**config.mk**
```make
export PLATFORM = sky130hd
export DESIGN_NAME = dispatch_buffer_broadcast_dedup_unit
export DESIGN_NICKNAME = d
export VERILOG_FILES = /design/src/rtl/dbd_pkg.sv /design/src/rtl/dbd_mem.sv /design/src/rtl/dbd_ctrl.sv /design/src/rtl/dispatch_buffer_broadcast_dedup_unit.sv
export SDC_FILE = /design/constraint.sdc
export NUM_CORES = 1
export LEC_CHECK = 0
export BUFFER_PORTS_ARGS = -buffer_cell sky130_fd_sc_hd__buf_4
export CAP_MARGIN = 20
export CORE_MARGIN = 2
export CORE_UTILIZATION = 31
export CTS_CLUSTER_SIZE = 28
export DETAILED_ROUTE_END_ITERATION = 8
export HOLD_SLACK_MARGIN = 0.06
export SYNTH_ARGS = -nofsm -noshare
export SYNTH_HDL_FRONTEND = slang
export SYNTH_SLANG_ARGS = --single-unit
```
**constraint.sdc**
```tcl
create_clock -name clk_i -period 30.2 [get_ports clk_i]
set_input_delay 6.04 -clock clk_i [delete_from_list [all_inputs] [get_ports clk_i]]
set_output_delay 6.04 -clock clk_i [all_outputs]
set_load 0.05 [all_outputs]
```
**src/rtl/dbd_pkg.sv**
```systemverilog
`default_nettype none

package dbd_pkg;

  localparam int unsigned DEPTH_DEF      = 8;
  localparam int unsigned ADDR_BYTES_DEF = 8;

  localparam int unsigned HANDLE_W = 16;
  localparam int unsigned SEQ_W    = 8;
  localparam int unsigned LEN_W    = 4;
  localparam int unsigned SRC_W    = 64;
  localparam int unsigned STATUS_W = 3;
  localparam int unsigned SLOT_W   = 3;

  localparam logic OP_INSERT = 1'b0;
  localparam logic OP_DRAIN  = 1'b1;

  typedef enum logic [STATUS_W-1:0] {
    ST_STORED  = 3'd0,
    ST_DUP     = 3'd1,
    ST_FULL    = 3'd2,
    ST_DRAINED = 3'd3,
    ST_EMPTY   = 3'd4
  } dbd_status_e;

  // per-slot metadata kept next to the address
  typedef struct packed {
    logic [HANDLE_W-1:0] handle;
    logic                bcast;
    logic [SEQ_W-1:0]    seq;
    logic [LEN_W-1:0]    len;
  } dbd_meta_t;

endpackage

`default_nettype wire

```
**src/rtl/dbd_mem.sv**
```systemverilog
`default_nettype none

module dbd_mem #(
  parameter int unsigned DEPTH  = dbd_pkg::DEPTH_DEF,
  parameter int unsigned ADDR_W = dbd_pkg::ADDR_BYTES_DEF * 8,
  parameter int unsigned IDX_W  = (DEPTH > 1) ? $clog2(DEPTH) : 1
) (
  input  wire logic              clk_i,
  input  wire logic              wr_en_i,
  input  wire logic [IDX_W-1:0]  wr_idx_i,
  input  wire dbd_pkg::dbd_meta_t wr_meta_i,
  input  wire logic [ADDR_W-1:0] wr_addr_i,
  input  wire logic              rd_en_i,
  input  wire logic [IDX_W-1:0]  rd_idx_i,
  output dbd_pkg::dbd_meta_t     rd_meta_o,
  output logic      [ADDR_W-1:0] rd_addr_o
);
  import dbd_pkg::*;

  dbd_meta_t         meta_mem_q [DEPTH];
  logic [ADDR_W-1:0] addr_mem_q [DEPTH];
  dbd_meta_t         rd_meta_q;
  logic [ADDR_W-1:0] rd_addr_q;

  always_ff @(posedge clk_i) begin
    if (wr_en_i) begin
      meta_mem_q[wr_idx_i] <= wr_meta_i;
      addr_mem_q[wr_idx_i] <= wr_addr_i;
    end
    // read data holds until the next read
    if (rd_en_i) begin
      rd_meta_q <= meta_mem_q[rd_idx_i];
      rd_addr_q <= addr_mem_q[rd_idx_i];
    end
  end

  assign rd_meta_o = rd_meta_q;
  assign rd_addr_o = rd_addr_q;

endmodule

`default_nettype wire

```
**src/rtl/dbd_ctrl.sv**
```systemverilog
`default_nettype none

module dbd_ctrl #(
  parameter int unsigned DEPTH      = dbd_pkg::DEPTH_DEF,
  parameter int unsigned ADDR_BYTES = dbd_pkg::ADDR_BYTES_DEF,
  parameter int unsigned ADDR_W     = ADDR_BYTES * 8,
  parameter int unsigned IDX_W      = (DEPTH > 1) ? $clog2(DEPTH) : 1
) (
  input  wire logic                         clk_i,
  input  wire logic                         rst_ni,
  input  wire logic                         in_valid_i,
  output logic                              in_ready_o,
  input  wire logic                         op_i,
  input  wire logic [dbd_pkg::HANDLE_W-1:0] pkt_handle_i,
  input  wire logic                         is_broadcast_i,
  input  wire logic [dbd_pkg::SEQ_W-1:0]    seq_nr_i,
  input  wire logic [dbd_pkg::LEN_W-1:0]    src_len_i,
  input  wire logic [dbd_pkg::SRC_W-1:0]    ll_addr_i,
  output logic                              out_valid_o,
  input  wire logic                         out_ready_i,
  output logic      [dbd_pkg::STATUS_W-1:0] status_o,
  output logic      [dbd_pkg::SLOT_W-1:0]   slot_o,
  output logic      [dbd_pkg::HANDLE_W-1:0] out_handle_o,
  output logic                              last_o,
  output logic                              wr_en_o,
  output logic      [IDX_W-1:0]             wr_idx_o,
  output dbd_pkg::dbd_meta_t                wr_meta_o,
  output logic      [ADDR_W-1:0]            wr_addr_o,
  output logic                              rd_en_o,
  output logic      [IDX_W-1:0]             rd_idx_o,
  input  wire dbd_pkg::dbd_meta_t           rd_meta_i,
  input  wire logic [ADDR_W-1:0]            rd_addr_i
);
  import dbd_pkg::*;

  localparam int unsigned CNT_W = $clog2(DEPTH + 1);
  localparam logic [CNT_W-1:0] FULL_CNT = CNT_W'(DEPTH);

  typedef enum logic [1:0] {
    S_IDLE,
    S_SCAN,
    S_RESULT,
    S_DRAIN
  } state_e;

  state_e            state_q;
  logic [CNT_W-1:0]  fill_q;
  logic [CNT_W-1:0]  issue_q;
  logic              rvalid_q;
  logic [IDX_W-1:0]  ridx_q;
  logic [IDX_W-1:0]  idx_q;
  dbd_status_e       res_status_q;
  logic [IDX_W-1:0]  res_slot_q;
  dbd_meta_t         req_q;
  logic [ADDR_W-1:0] req_addr_q;

  logic              out_valid_q;
  dbd_status_e       status_q;
  logic [SLOT_W-1:0] slot_q;
  logic [HANDLE_W-1:0] handle_q;
  logic              last_q;

  logic accept;
  logic out_free;
  logic out_load;
  logic full;
  logic match;
  logic addr_eq;
  logic scan_last;
  logic drain_last;

  assign in_ready_o = (state_q == S_IDLE);
  assign accept     = in_valid_i && in_ready_o;
  assign out_free   = !out_valid_q || out_ready_i;
  assign out_load   = ((state_q == S_RESULT) || (state_q == S_DRAIN)) && out_free;
  assign full       = (fill_q == FULL_CNT);
  assign scan_last  = ((CNT_W'(ridx_q) + CNT_W'(1)) == fill_q);
  assign drain_last = ((CNT_W'(idx_q) + CNT_W'(1)) == fill_q);

  // only the first src_len bytes take part in the address compare
  always_comb begin
    addr_eq = 1'b1;
    for (int b = 0; b < int'(ADDR_BYTES); b++) begin
      if ((LEN_W'(b) < req_q.len) && (rd_addr_i[8*b +: 8] != req_addr_q[8*b +: 8])) begin
        addr_eq = 1'b0;
      end
    end
  end

  assign match = rd_meta_i.bcast && (rd_meta_i.seq == req_q.seq) &&
                 (rd_meta_i.len == req_q.len) && addr_eq;

  always_comb begin
    rd_en_o  = 1'b0;
    rd_idx_o = '0;
    unique case (state_q)
      S_IDLE: begin
        rd_en_o = accept && (op_i == OP_DRAIN);
      end
      S_SCAN: begin
        rd_en_o  = (issue_q < fill_q);
        rd_idx_o = issue_q[IDX_W-1:0];
      end
      S_DRAIN: begin
        rd_en_o  = out_free && !drain_last;
        rd_idx_o = IDX_W'(CNT_W'(idx_q) + CNT_W'(1));
      end
      default: begin
        rd_en_o = 1'b0;
      end
    endcase
  end

  assign wr_en_o   = (state_q == S_RESULT) && out_free && (res_status_q == ST_STORED);
  assign wr_idx_o  = fill_q[IDX_W-1:0];
  assign wr_meta_o = req_q;
  assign wr_addr_o = req_addr_q;

  always_ff @(posedge clk_i or negedge rst_ni) begin
    if (!rst_ni) begin
      state_q      <= S_IDLE;
      fill_q       <= '0;
      issue_q      <= '0;
      rvalid_q     <= 1'b0;
      ridx_q       <= '0;
      idx_q        <= '0;
      res_status_q <= ST_STORED;
      res_slot_q   <= '0;
      req_q        <= '0;
      req_addr_q   <= '0;
      out_valid_q  <= 1'b0;
      status_q     <= ST_STORED;
      slot_q       <= '0;
      handle_q     <= '0;
      last_q       <= 1'b0;
    end else begin
      if (out_load) begin
        out_valid_q <= 1'b1;
      end else if (out_ready_i) begin
        out_valid_q <= 1'b0;
      end
      rvalid_q <= (state_q == S_SCAN) && rd_en_o;
      ridx_q   <= rd_idx_o;

      unique case (state_q)
        S_IDLE: begin
          if (accept) begin
            req_q.handle <= pkt_handle_i;
            req_q.bcast  <= is_broadcast_i;
            req_q.seq    <= seq_nr_i;
            req_q.len    <= src_len_i;
            req_addr_q   <= ll_addr_i[ADDR_W-1:0];
            issue_q      <= '0;
            idx_q        <= '0;
            if (op_i == OP_DRAIN) begin
              if (fill_q == '0) begin
                res_status_q <= ST_EMPTY;
                res_slot_q   <= '0;
                state_q      <= S_RESULT;
              end else begin
                state_q <= S_DRAIN;
              end
            end else if (is_broadcast_i && (fill_q != '0)) begin
              state_q <= S_SCAN;
            end else begin
              res_status_q <= full ? ST_FULL : ST_STORED;
              res_slot_q   <= full ? '0 : fill_q[IDX_W-1:0];
              state_q      <= S_RESULT;
            end
          end
        end
        S_SCAN: begin
          if (rd_en_o) begin
            issue_q <= issue_q + CNT_W'(1);
          end
          if (rvalid_q) begin
            if (match) begin
              res_status_q <= ST_DUP;
              res_slot_q   <= ridx_q;
              state_q      <= S_RESULT;
            end else if (scan_last) begin
              res_status_q <= full ? ST_FULL : ST_STORED;
              res_slot_q   <= full ? '0 : fill_q[IDX_W-1:0];
              state_q      <= S_RESULT;
            end
          end
        end
        S_RESULT: begin
          if (out_free) begin
            status_q    <= res_status_q;
            slot_q      <= SLOT_W'(res_slot_q);
            handle_q    <= (res_status_q == ST_EMPTY) ? '0 : req_q.handle;
            last_q      <= 1'b1;
            if (res_status_q == ST_STORED) begin
              fill_q <= fill_q + CNT_W'(1);
            end
            state_q <= S_IDLE;
          end
        end
        S_DRAIN: begin
          if (out_free) begin
            status_q    <= ST_DRAINED;
            slot_q      <= SLOT_W'(idx_q);
            handle_q    <= rd_meta_i.handle;
            last_q      <= drain_last;
            if (drain_last) begin
              fill_q  <= '0;
              state_q <= S_IDLE;
            end else begin
              idx_q <= IDX_W'(CNT_W'(idx_q) + CNT_W'(1));
            end
          end
        end
        default: begin
          state_q <= S_IDLE;
        end
      endcase
    end
  end

  assign out_valid_o  = out_valid_q;
  assign status_o     = status_q;
  assign slot_o       = slot_q;
  assign out_handle_o = handle_q;
  assign last_o       = last_q;

endmodule

`default_nettype wire

```
**src/rtl/dispatch_buffer_broadcast_dedup_unit.sv**
```systemverilog
// Dispatch buffer of DEPTH slots that fills from slot 0 upward, with a duplicate
// filter for broadcasts. An insert request (op 0) returns one result: stored, duplicate
// dropped (slot of the matching entry) or full dropped. A broadcast insert into a
// non-empty buffer reads the stored entries one per cycle through the single read
// port of the entry memory and stops at the first match. A drain request (op 1)
// returns every stored handle in slot order, one per cycle while the output is not
// stalled, with last set on the final one, or a single drain-empty result. Requests
// are taken one at a time; a finished result waits in the output register while the
// next request is accepted.
`default_nettype none

module dispatch_buffer_broadcast_dedup_unit #(
  parameter int unsigned DEPTH      = dbd_pkg::DEPTH_DEF,
  parameter int unsigned ADDR_BYTES = dbd_pkg::ADDR_BYTES_DEF
) (
  input  wire logic                         clk_i,
  input  wire logic                         rst_ni,
  input  wire logic                         in_valid_i,
  output logic                              in_ready_o,
  input  wire logic                         op_i,
  input  wire logic [dbd_pkg::HANDLE_W-1:0] pkt_handle_i,
  input  wire logic                         is_broadcast_i,
  input  wire logic [dbd_pkg::SEQ_W-1:0]    seq_nr_i,
  input  wire logic [dbd_pkg::LEN_W-1:0]    src_len_i,
  input  wire logic [dbd_pkg::SRC_W-1:0]    ll_addr_i,
  output logic                              out_valid_o,
  input  wire logic                         out_ready_i,
  output logic      [dbd_pkg::STATUS_W-1:0] status_o,
  output logic      [dbd_pkg::SLOT_W-1:0]   slot_o,
  output logic      [dbd_pkg::HANDLE_W-1:0] out_handle_o,
  output logic                              last_o
);
  import dbd_pkg::*;

  localparam int unsigned ADDR_W = ADDR_BYTES * 8;
  localparam int unsigned IDX_W  = (DEPTH > 1) ? $clog2(DEPTH) : 1;

  logic              wr_en;
  logic [IDX_W-1:0]  wr_idx;
  dbd_meta_t         wr_meta;
  logic [ADDR_W-1:0] wr_addr;
  logic              rd_en;
  logic [IDX_W-1:0]  rd_idx;
  dbd_meta_t         rd_meta;
  logic [ADDR_W-1:0] rd_addr;

  dbd_mem #(
    .DEPTH  (DEPTH),
    .ADDR_W (ADDR_W),
    .IDX_W  (IDX_W)
  ) u_mem (
    .clk_i     (clk_i),
    .wr_en_i   (wr_en),
    .wr_idx_i  (wr_idx),
    .wr_meta_i (wr_meta),
    .wr_addr_i (wr_addr),
    .rd_en_i   (rd_en),
    .rd_idx_i  (rd_idx),
    .rd_meta_o (rd_meta),
    .rd_addr_o (rd_addr)
  );

  dbd_ctrl #(
    .DEPTH      (DEPTH),
    .ADDR_BYTES (ADDR_BYTES),
    .ADDR_W     (ADDR_W),
    .IDX_W      (IDX_W)
  ) u_ctrl (
    .clk_i          (clk_i),
    .rst_ni         (rst_ni),
    .in_valid_i     (in_valid_i),
    .in_ready_o     (in_ready_o),
    .op_i           (op_i),
    .pkt_handle_i   (pkt_handle_i),
    .is_broadcast_i (is_broadcast_i),
    .seq_nr_i       (seq_nr_i),
    .src_len_i      (src_len_i),
    .ll_addr_i      (ll_addr_i),
    .out_valid_o    (out_valid_o),
    .out_ready_i    (out_ready_i),
    .status_o       (status_o),
    .slot_o         (slot_o),
    .out_handle_o   (out_handle_o),
    .last_o         (last_o),
    .wr_en_o        (wr_en),
    .wr_idx_o       (wr_idx),
    .wr_meta_o      (wr_meta),
    .wr_addr_o      (wr_addr),
    .rd_en_o        (rd_en),
    .rd_idx_o       (rd_idx),
    .rd_meta_i      (rd_meta),
    .rd_addr_i      (rd_addr)
  );

endmodule

`default_nettype wire

```
======== Word-level counts from Yosys, hierarchy flattened ========
Memory sizes are Yosys's and may differ from the RTL's. A register that Yosys moved wholly into a read port is not among the register bits.
Index checks and enable logic that the tools add are counted.
storage, ports and cells
  register bits after elaboration ......... 140
  latch bits .............................. 0
  RAM bits ................................ 744
  memory bits (read-only) ................. 0
  input bits .............................. 98
  output and inout port bits .............. 25
  word-level logic and storage cells ...... 167
  memories kept ........................... 2
memories
  memory            depth  width  read ports  clocked after Yosys merged registers in  write ports  RTL line       RTL
  u_mem.addr_mem_q  8      64     1           1                                        1            dbd_mem.sv:21  logic [ADDR_W-1:0] addr_mem_q [DEPTH];
  u_mem.meta_mem_q  8      29     1           1                                        1            dbd_mem.sv:20  dbd_meta_t meta_mem_q [DEPTH];
operators by class
  add/subtract/negate cells ............... 4
  multiply operators ...................... 0
  div/mod/pow operators ................... 0
  order comparisons ....................... 9
  eq/ne operators ......................... 28
  shift-type cells ........................ 0
  muxes and demuxes ....................... 68
  bitwise operators ....................... 0
  reduce and logical (&&, ||, !) cells .... 38
operator list
  operator                                               number
  two-way mux 3 bit                                      22
  inequality test 8 bit                                  8
  two-way mux 16 bit                                     3
  one-hot mux 3 bit (2 select lines)                     6
  one-hot mux 16 bit (2 select lines)                    1
  two-way mux 4 bit                                      6
  two-way mux 2 bit                                      10
  logical AND 1 bit                                      19
  < comparator 3 x 4 -> 1 bit, first input constant      4
  one-hot mux 4 bit (2 select lines)                     2
  two-way mux 1 bit                                      15
  equality test 4 bit                                    3
  AND reduction 6 bit                                    2
  inequality test 2 x 1 -> 1 bit, second input constant  5
  adder 3 x 1 -> 4 bit, second input constant            2
  adder 4 x 1 -> 4 bit, second input constant            2
  equality test 8 bit                                    1
  < comparator 1 x 4 -> 1 bit, first input constant      2
  < comparator 2 x 4 -> 1 bit, first input constant      2
  one-hot mux 2 bit (4 select lines)                     1
  nonzero test 2 bit                                     4
  inequality test 2 bit, second input constant           3
  inequality test 3 bit, second input constant           2
  AND reduction 3 bit                                    2
  17 further kinds                                       20

======== Depth between registers and ports, before layout ========
  word-level depth ........................ 14
  depth in mapped cells ................... 10
  mapped depth without buffers ............ 9

======== Cells and area by module ========
Synthesis repeated with hierarchy kept, for this count alone.
second synthesis, totals
  cells, all modules ...................... 1747
  area total of the unflattened synthesis .. 37547.3 um2
by module, submodules not included
  module    times used  cells each  area each (um2)  seq. area each (um2)
  dbd_mem   1           1181        30760.8          25134.1
  dbd_ctrl  1           566         6786.5           3503.4

======== Worst setup path after synthesis ========
No wires, ideal clock.
  path type ............................... in2reg
  from .................................... input port out_ready_i
  to ...................................... memory u_mem.addr_mem_q[0][0] in the netlist's numbering, enable pin
  setup time .............................. 773 ps
  arrival ................................. 15420 ps
  data required time ...................... 29427 ps
  slack ................................... 14007 ps
  cell stages on the path ................. 4
  buffers on the path ..................... 0
  path through ............................ nor2b_1 -> nor2_1 -> nand2_1 -> nor4_1
on the way
  cells in the longest elaborated chain, start to end .. 5
RTL lines
  element                                  RTL line                                    RTL
  start, declared                          dispatch_buffer_broadcast_dedup_unit.sv:27  input wire logic out_ready_i,
  logical OR 1 bit                         dbd_ctrl.sv:74                              assign out_free = !out_valid_q || out_ready_i;
  logical AND 1 bit (2 in a row)           dbd_ctrl.sv:114                             assign wr_en_o = (state_q == S_RESULT) && out_free && (res_status_q == ST_STORED);
  two-way mux 1 bit                        dbd_mem.sv:26                               if (wr_en_i) begin
  two-way mux 1 bit (implied by the code)  dbd_mem.sv:28                               addr_mem_q[wr_idx_i] <= wr_addr_i;
  end, declared                            dbd_mem.sv:21
No other way between the ends.

======== Worst setup path after layout ========
  from .................................... input port out_ready_i
  to ...................................... memory u_mem.addr_mem_q[6][46] in the netlist's numbering, enable pin
Same word-level chain as after synthesis.

==> results.md <==
- complete, no violations — result of the run
- 11880 — fill cell instance count of the final layout
- 14.33% — Synth async-reset ratio
- 25.8% — Clock power frac
- 356.3 um — horizontal die dimension
- 98 — total clock buffers created by CTS
- 0 — cts repair resizes
- 0 — Antenna Diode Count
- 0 — total global routing overflow
- 38460 um2 — cell area after synthesis
- sky130_fd_sc_hd__nand2_1 — commonest non-fill, non-tap cell in the layout
- 0 — # DRC
- 837 — count of flip-flops with a built-in enable after synthesis
- 2.940 mW — internal cell power
- 0 — Final Max Tran Viols
- 14.13% — All-Layer GR Usage
- 31.15% — effective utilization at floorplan
- 29.14% — relative slew slack
- 23030 — number of global-route vias before repair
- 41720 um — wl on met1
- u_mem.rd_meta_o[19] — RR Endpoint
- 3 — worst path bufs/invs
- 0.7713 — global placement routability congestion
- 7 — total stage count of the critical path
- 123 — I/O pin total
- 113.3 MHz — maximum clock rate
- 15.25% — area growth from synthesis to layout
- 3 — H-tree depth
- 123500 um2 — placeable core region
- 30.47 ns — data required time at the worst endpoint
- primary input — Critical Path Start Type
- u_ctrl.last_o — start point of the worst min-delay path
- 8.829 ns — crit path time final
- 10 — Worst Reg2Reg Path Length in Cells
- 0.80 ns — delay of the slowest cell on the worst path
- 0 — Final setup violation count
- 5 — first-pass detailed-route iteration total
- 0.00006653 V — worst-case vdd ir drop
- 9.10 ns — Data arrival, critical path
- 0 — max capacitance violation total
- 1.668 mW — net switching power
- 4.746 — post-detailed-route via-to-cell ratio
- sky130_fd_sc_hd__edfxtp_1 — flip-flop cell with the highest count after synthesis
- 191 — pin count of the biggest net entering global routing
- 28.1% — combinational cell fraction of total power
- 0 — post-route antenna net violation count
- 18.30 um — routed wirelength normalized by instance count
- 9.949% — layout cell share with drive strength beyond 1
- 977 — flops & latches, synth
- 3 — buffers from clock root to sink, at most
- 49840 um — placed wire-length estimate
- sky130_fd_sc_hd__buf_4 — library cell contributing the largest single delay on the critical path
- 36.19% — sw frac
- 129 — row cnt
- 4.608 mW — overall power
- in -> reg — CP Class
- 0.67 ns — Clk Latency, worst-skew pair
- 3256 — Net Count, Synth
- u_ctrl.last_o — endpoint of the worst hold-timing path
- 46.1% — Seq pwr share
- 0.03134 ns — final worst clock skew
- sky130_fd_sc_hd__clkbuf_16 — clk root buf
- flip-flop — Worst setup EP type
- 90660 um — final WL
- 23510 — via count
- false — unrepaired setup endpoints after global routing
- 0 ns — Setup TNS Final
- buf_4 > nor2b_1 > nor2_4 > nand2_1 > nor3_2 > buf_4 > buf_4 — critical path cell sequence
- 977 — CTS Sinks
- 0 — count of warnings emitted by yosys
- 74.45% — proportion of synthesized chip area in sequential cells
- 45 — count of different cell masters after synthesis
- buffers and inverters — family with the most delay on the worst path
- 122 — count of port buffers added during placement
- 16.26 nW — Leakage
- 139800 um — global-route wire length before repair
- sky130_fd_sc_hd__nand2_1, sky130_fd_sc_hd__edfxtp_1, sky130_fd_sc_hd__nand3_1 — most frequent cells in the layout
- 28640 um2 — footprint of the flip-flops and latches
- 2050 — Iteration-0 DRC Markers
- 42760 um — detailed route wirelength on metal2
- met5 — top routing layer in use
- 126900 um2 — area of the die
- 9214 um2 — area taken by multi-input logic gates
- 0.06 ns — clock transition time at the flip-flop clock pins of the worst setup and hold paths
- 53 — Max Fanout on Critical Path
- 1.063 ns — Slew @ Worst Pin
- 1 — number of cells traversed by the worst hold path
- 35.90% — Finished Core Util
- 0 — number of post-CTS setup repair buffers
- 103.9 nW/um2 — Cell Pwr Density
- 25.70 ns — Worst R2R Setup Slack
- 3150 — Mapped Cells
- reg -> reg — Min-Delay Path Class
- 29.23% — period utilisation layout
- sky130_fd_sc_hd__buf_4 — cell mode on critical path
- 356.3 um — overall die height
- done — clock tree from TritonCTS
- 1 — antenna violations before repair
- 4641 um — total length of routed met3 wires
- u_ctrl.idx_q[0] — startpoint of the worst register-to-register path
- 0.4905 ns — worst hold-check slack
- 12.21 um2 — Avg Synthesized Cell Area
- 3340 — number of nets in the final layout
- 0 — Final Hold Violating Endpoints
- 0 — hold buffers post-CTS
-- cells in the mapped netlist (2+ instances only) --
cell	count	area share, %
sky130_fd_sc_hd__a21o_1	3	0.059
sky130_fd_sc_hd__a21oi_1	27	0.35
sky130_fd_sc_hd__a22oi_1	16	0.31
sky130_fd_sc_hd__a31oi_1	5	0.081
sky130_fd_sc_hd__a41oi_1	2	0.046
sky130_fd_sc_hd__and3_1	4	0.065
sky130_fd_sc_hd__buf_1	15	0.15
sky130_fd_sc_hd__clkbuf_1	158	1.5
sky130_fd_sc_hd__dfrtp_1	140	9.1
sky130_fd_sc_hd__edfxtp_1	837	65
sky130_fd_sc_hd__ha_1	8	0.26
sky130_fd_sc_hd__inv_1	10	0.098
sky130_fd_sc_hd__inv_2	2	0.020
sky130_fd_sc_hd__mux2_2	4	0.12
sky130_fd_sc_hd__mux2_4	4	0.16
sky130_fd_sc_hd__mux2i_1	4	0.10
sky130_fd_sc_hd__nand2_1	1140	11
sky130_fd_sc_hd__nand2b_1	3	0.049
sky130_fd_sc_hd__nand3_1	476	6.2
sky130_fd_sc_hd__nand4_1	18	0.29
sky130_fd_sc_hd__nor2_1	39	0.38
sky130_fd_sc_hd__nor2b_1	2	0.033
sky130_fd_sc_hd__nor3_1	5	0.065
sky130_fd_sc_hd__nor4_1	9	0.15
sky130_fd_sc_hd__o21ai_0	112	1.5
sky130_fd_sc_hd__o221ai_1	2	0.046
sky130_fd_sc_hd__or3_1	3	0.049
sky130_fd_sc_hd__xnor2_1	60	1.4
sky130_fd_sc_hd__xor2_1	26	0.59
-- how the worst max path moves through the flow --
stage | slack (ns) | startpoint | end
2_1_floorplan | 14.01 | out_ready_i | u_mem.addr_mem_q[0][0]
3_3_place_gp | 20.74 | out_ready_i | u_mem.addr_mem_q[6][48]
3_5_place_dp | 20.69 | out_ready_i | u_mem.addr_mem_q[6][45]
4_1_cts | 21.39 | out_ready_i | u_mem.addr_mem_q[6][40]
5_1_grt | 21.12 | out_ready_i | u_mem.addr_mem_q[6][40]
6_report | 21.37 | out_ready_i | u_mem.addr_mem_q[6][46]
-- sequential cells by signal, summed over array words and instances (netlist names) --
name,count
u_ctrl.idx_q,3
u_mem.rd_meta_o,29
u_ctrl.state_q,2
u_mem.rd_addr_o,64
u_ctrl.issue_q,4
u_ctrl.wr_meta_o,29
u_ctrl.res_slot_q,3
u_ctrl.res_status_q,3
u_mem.meta_mem_q,232
u_ctrl.rvalid_q,1
u_ctrl.fill_q,4
u_ctrl.status_o,3
u_ctrl.wr_addr_o,64
u_mem.addr_mem_q,512
u_ctrl.ridx_q,3
u_ctrl.last_o,1
u_ctrl.slot_o,3
u_ctrl.out_handle_o,16
u_ctrl.out_valid_o,1
-- metal layers --
layer,vias up,track usage [%]
met5,-,0
met3,110,2.481
met4,2,3.165
li1,11200,-
met1,11620,19.98
met2,578,22.71
-- worst register-to-register path: stages (launching register included) --
cell and delay, ns:
sky130_fd_sc_hd__dfrtp_1 0.45, sky130_fd_sc_hd__ha_1 0.39, sky130_fd_sc_hd__mux2_2 0.20, sky130_fd_sc_hd__nand2_4 0.42, sky130_fd_sc_hd__inv_8 0.77, sky130_fd_sc_hd__buf_12 0.75, sky130_fd_sc_hd__buf_4 0.76, sky130_fd_sc_hd__nand2_1 0.15
sky130_fd_sc_hd__nand3_1 0.11, sky130_fd_sc_hd__nand2_1 0.08, sky130_fd_sc_hd__o21ai_0 0.22
-- power groups by stage --
stage | clock network, mW | logic (mW) | registers (mW)
6_report | 1.19 | 1.30 | 2.12
5_1_grt | 1.27 | 1.46 | 2.16
3_3_place_gp | 0 | 1.30 | 2.15
3_5_place_dp | 0 | 1.31 | 2.16
2_1_floorplan | 0 | 0.867 | 2.12
4_1_cts | 1.21 | 1.32 | 2.13
-- layout make-up --
type / count / share of cell area (%)
inverters: 12 / 0.1298
well taps: 1637 / 4.620
clock buffers: 133 / 6.057
multi-input cells: 1985 / 20.78
clock inverters: 50 / 1.033
flip-flops and latches: 977 / 64.60
repair buffers: 160 / 2.774
-- metrics by stage --
| step | instance area [um2] | setup WS, ns | std cells |
|---|---|---|---|
| after detailed placement | 41190 | 20.69 | 4771 |
| final | 44330 | 21.37 | 4954 |
| after floorplan | 38460 | 14.01 | 3150 |
| after global placement | 41190 | 20.74 | 4771 |
| after CTS | 44330 | 21.39 | 4954 |
| after global routing | 44330 | 21.12 | 4954 |
-- cell families (layout without fill, tap and decap cells) --
kind of cell               count (synthesis)  count (layout)  share of synthesized area [%]
AOI/OAI and AO/OA                        177             177                          2.612
xor gates and xnor gates                  86              86                          1.958
adders and majority gates                  8               8                         0.2602
buffers and inverters                    188             355                          1.883
DFF                                      977             977                          74.45
muxes                                     12              12                         0.3773
and+or+nand+nor                         1702            1702                          18.46
Power figures use the tool's default switching activity.
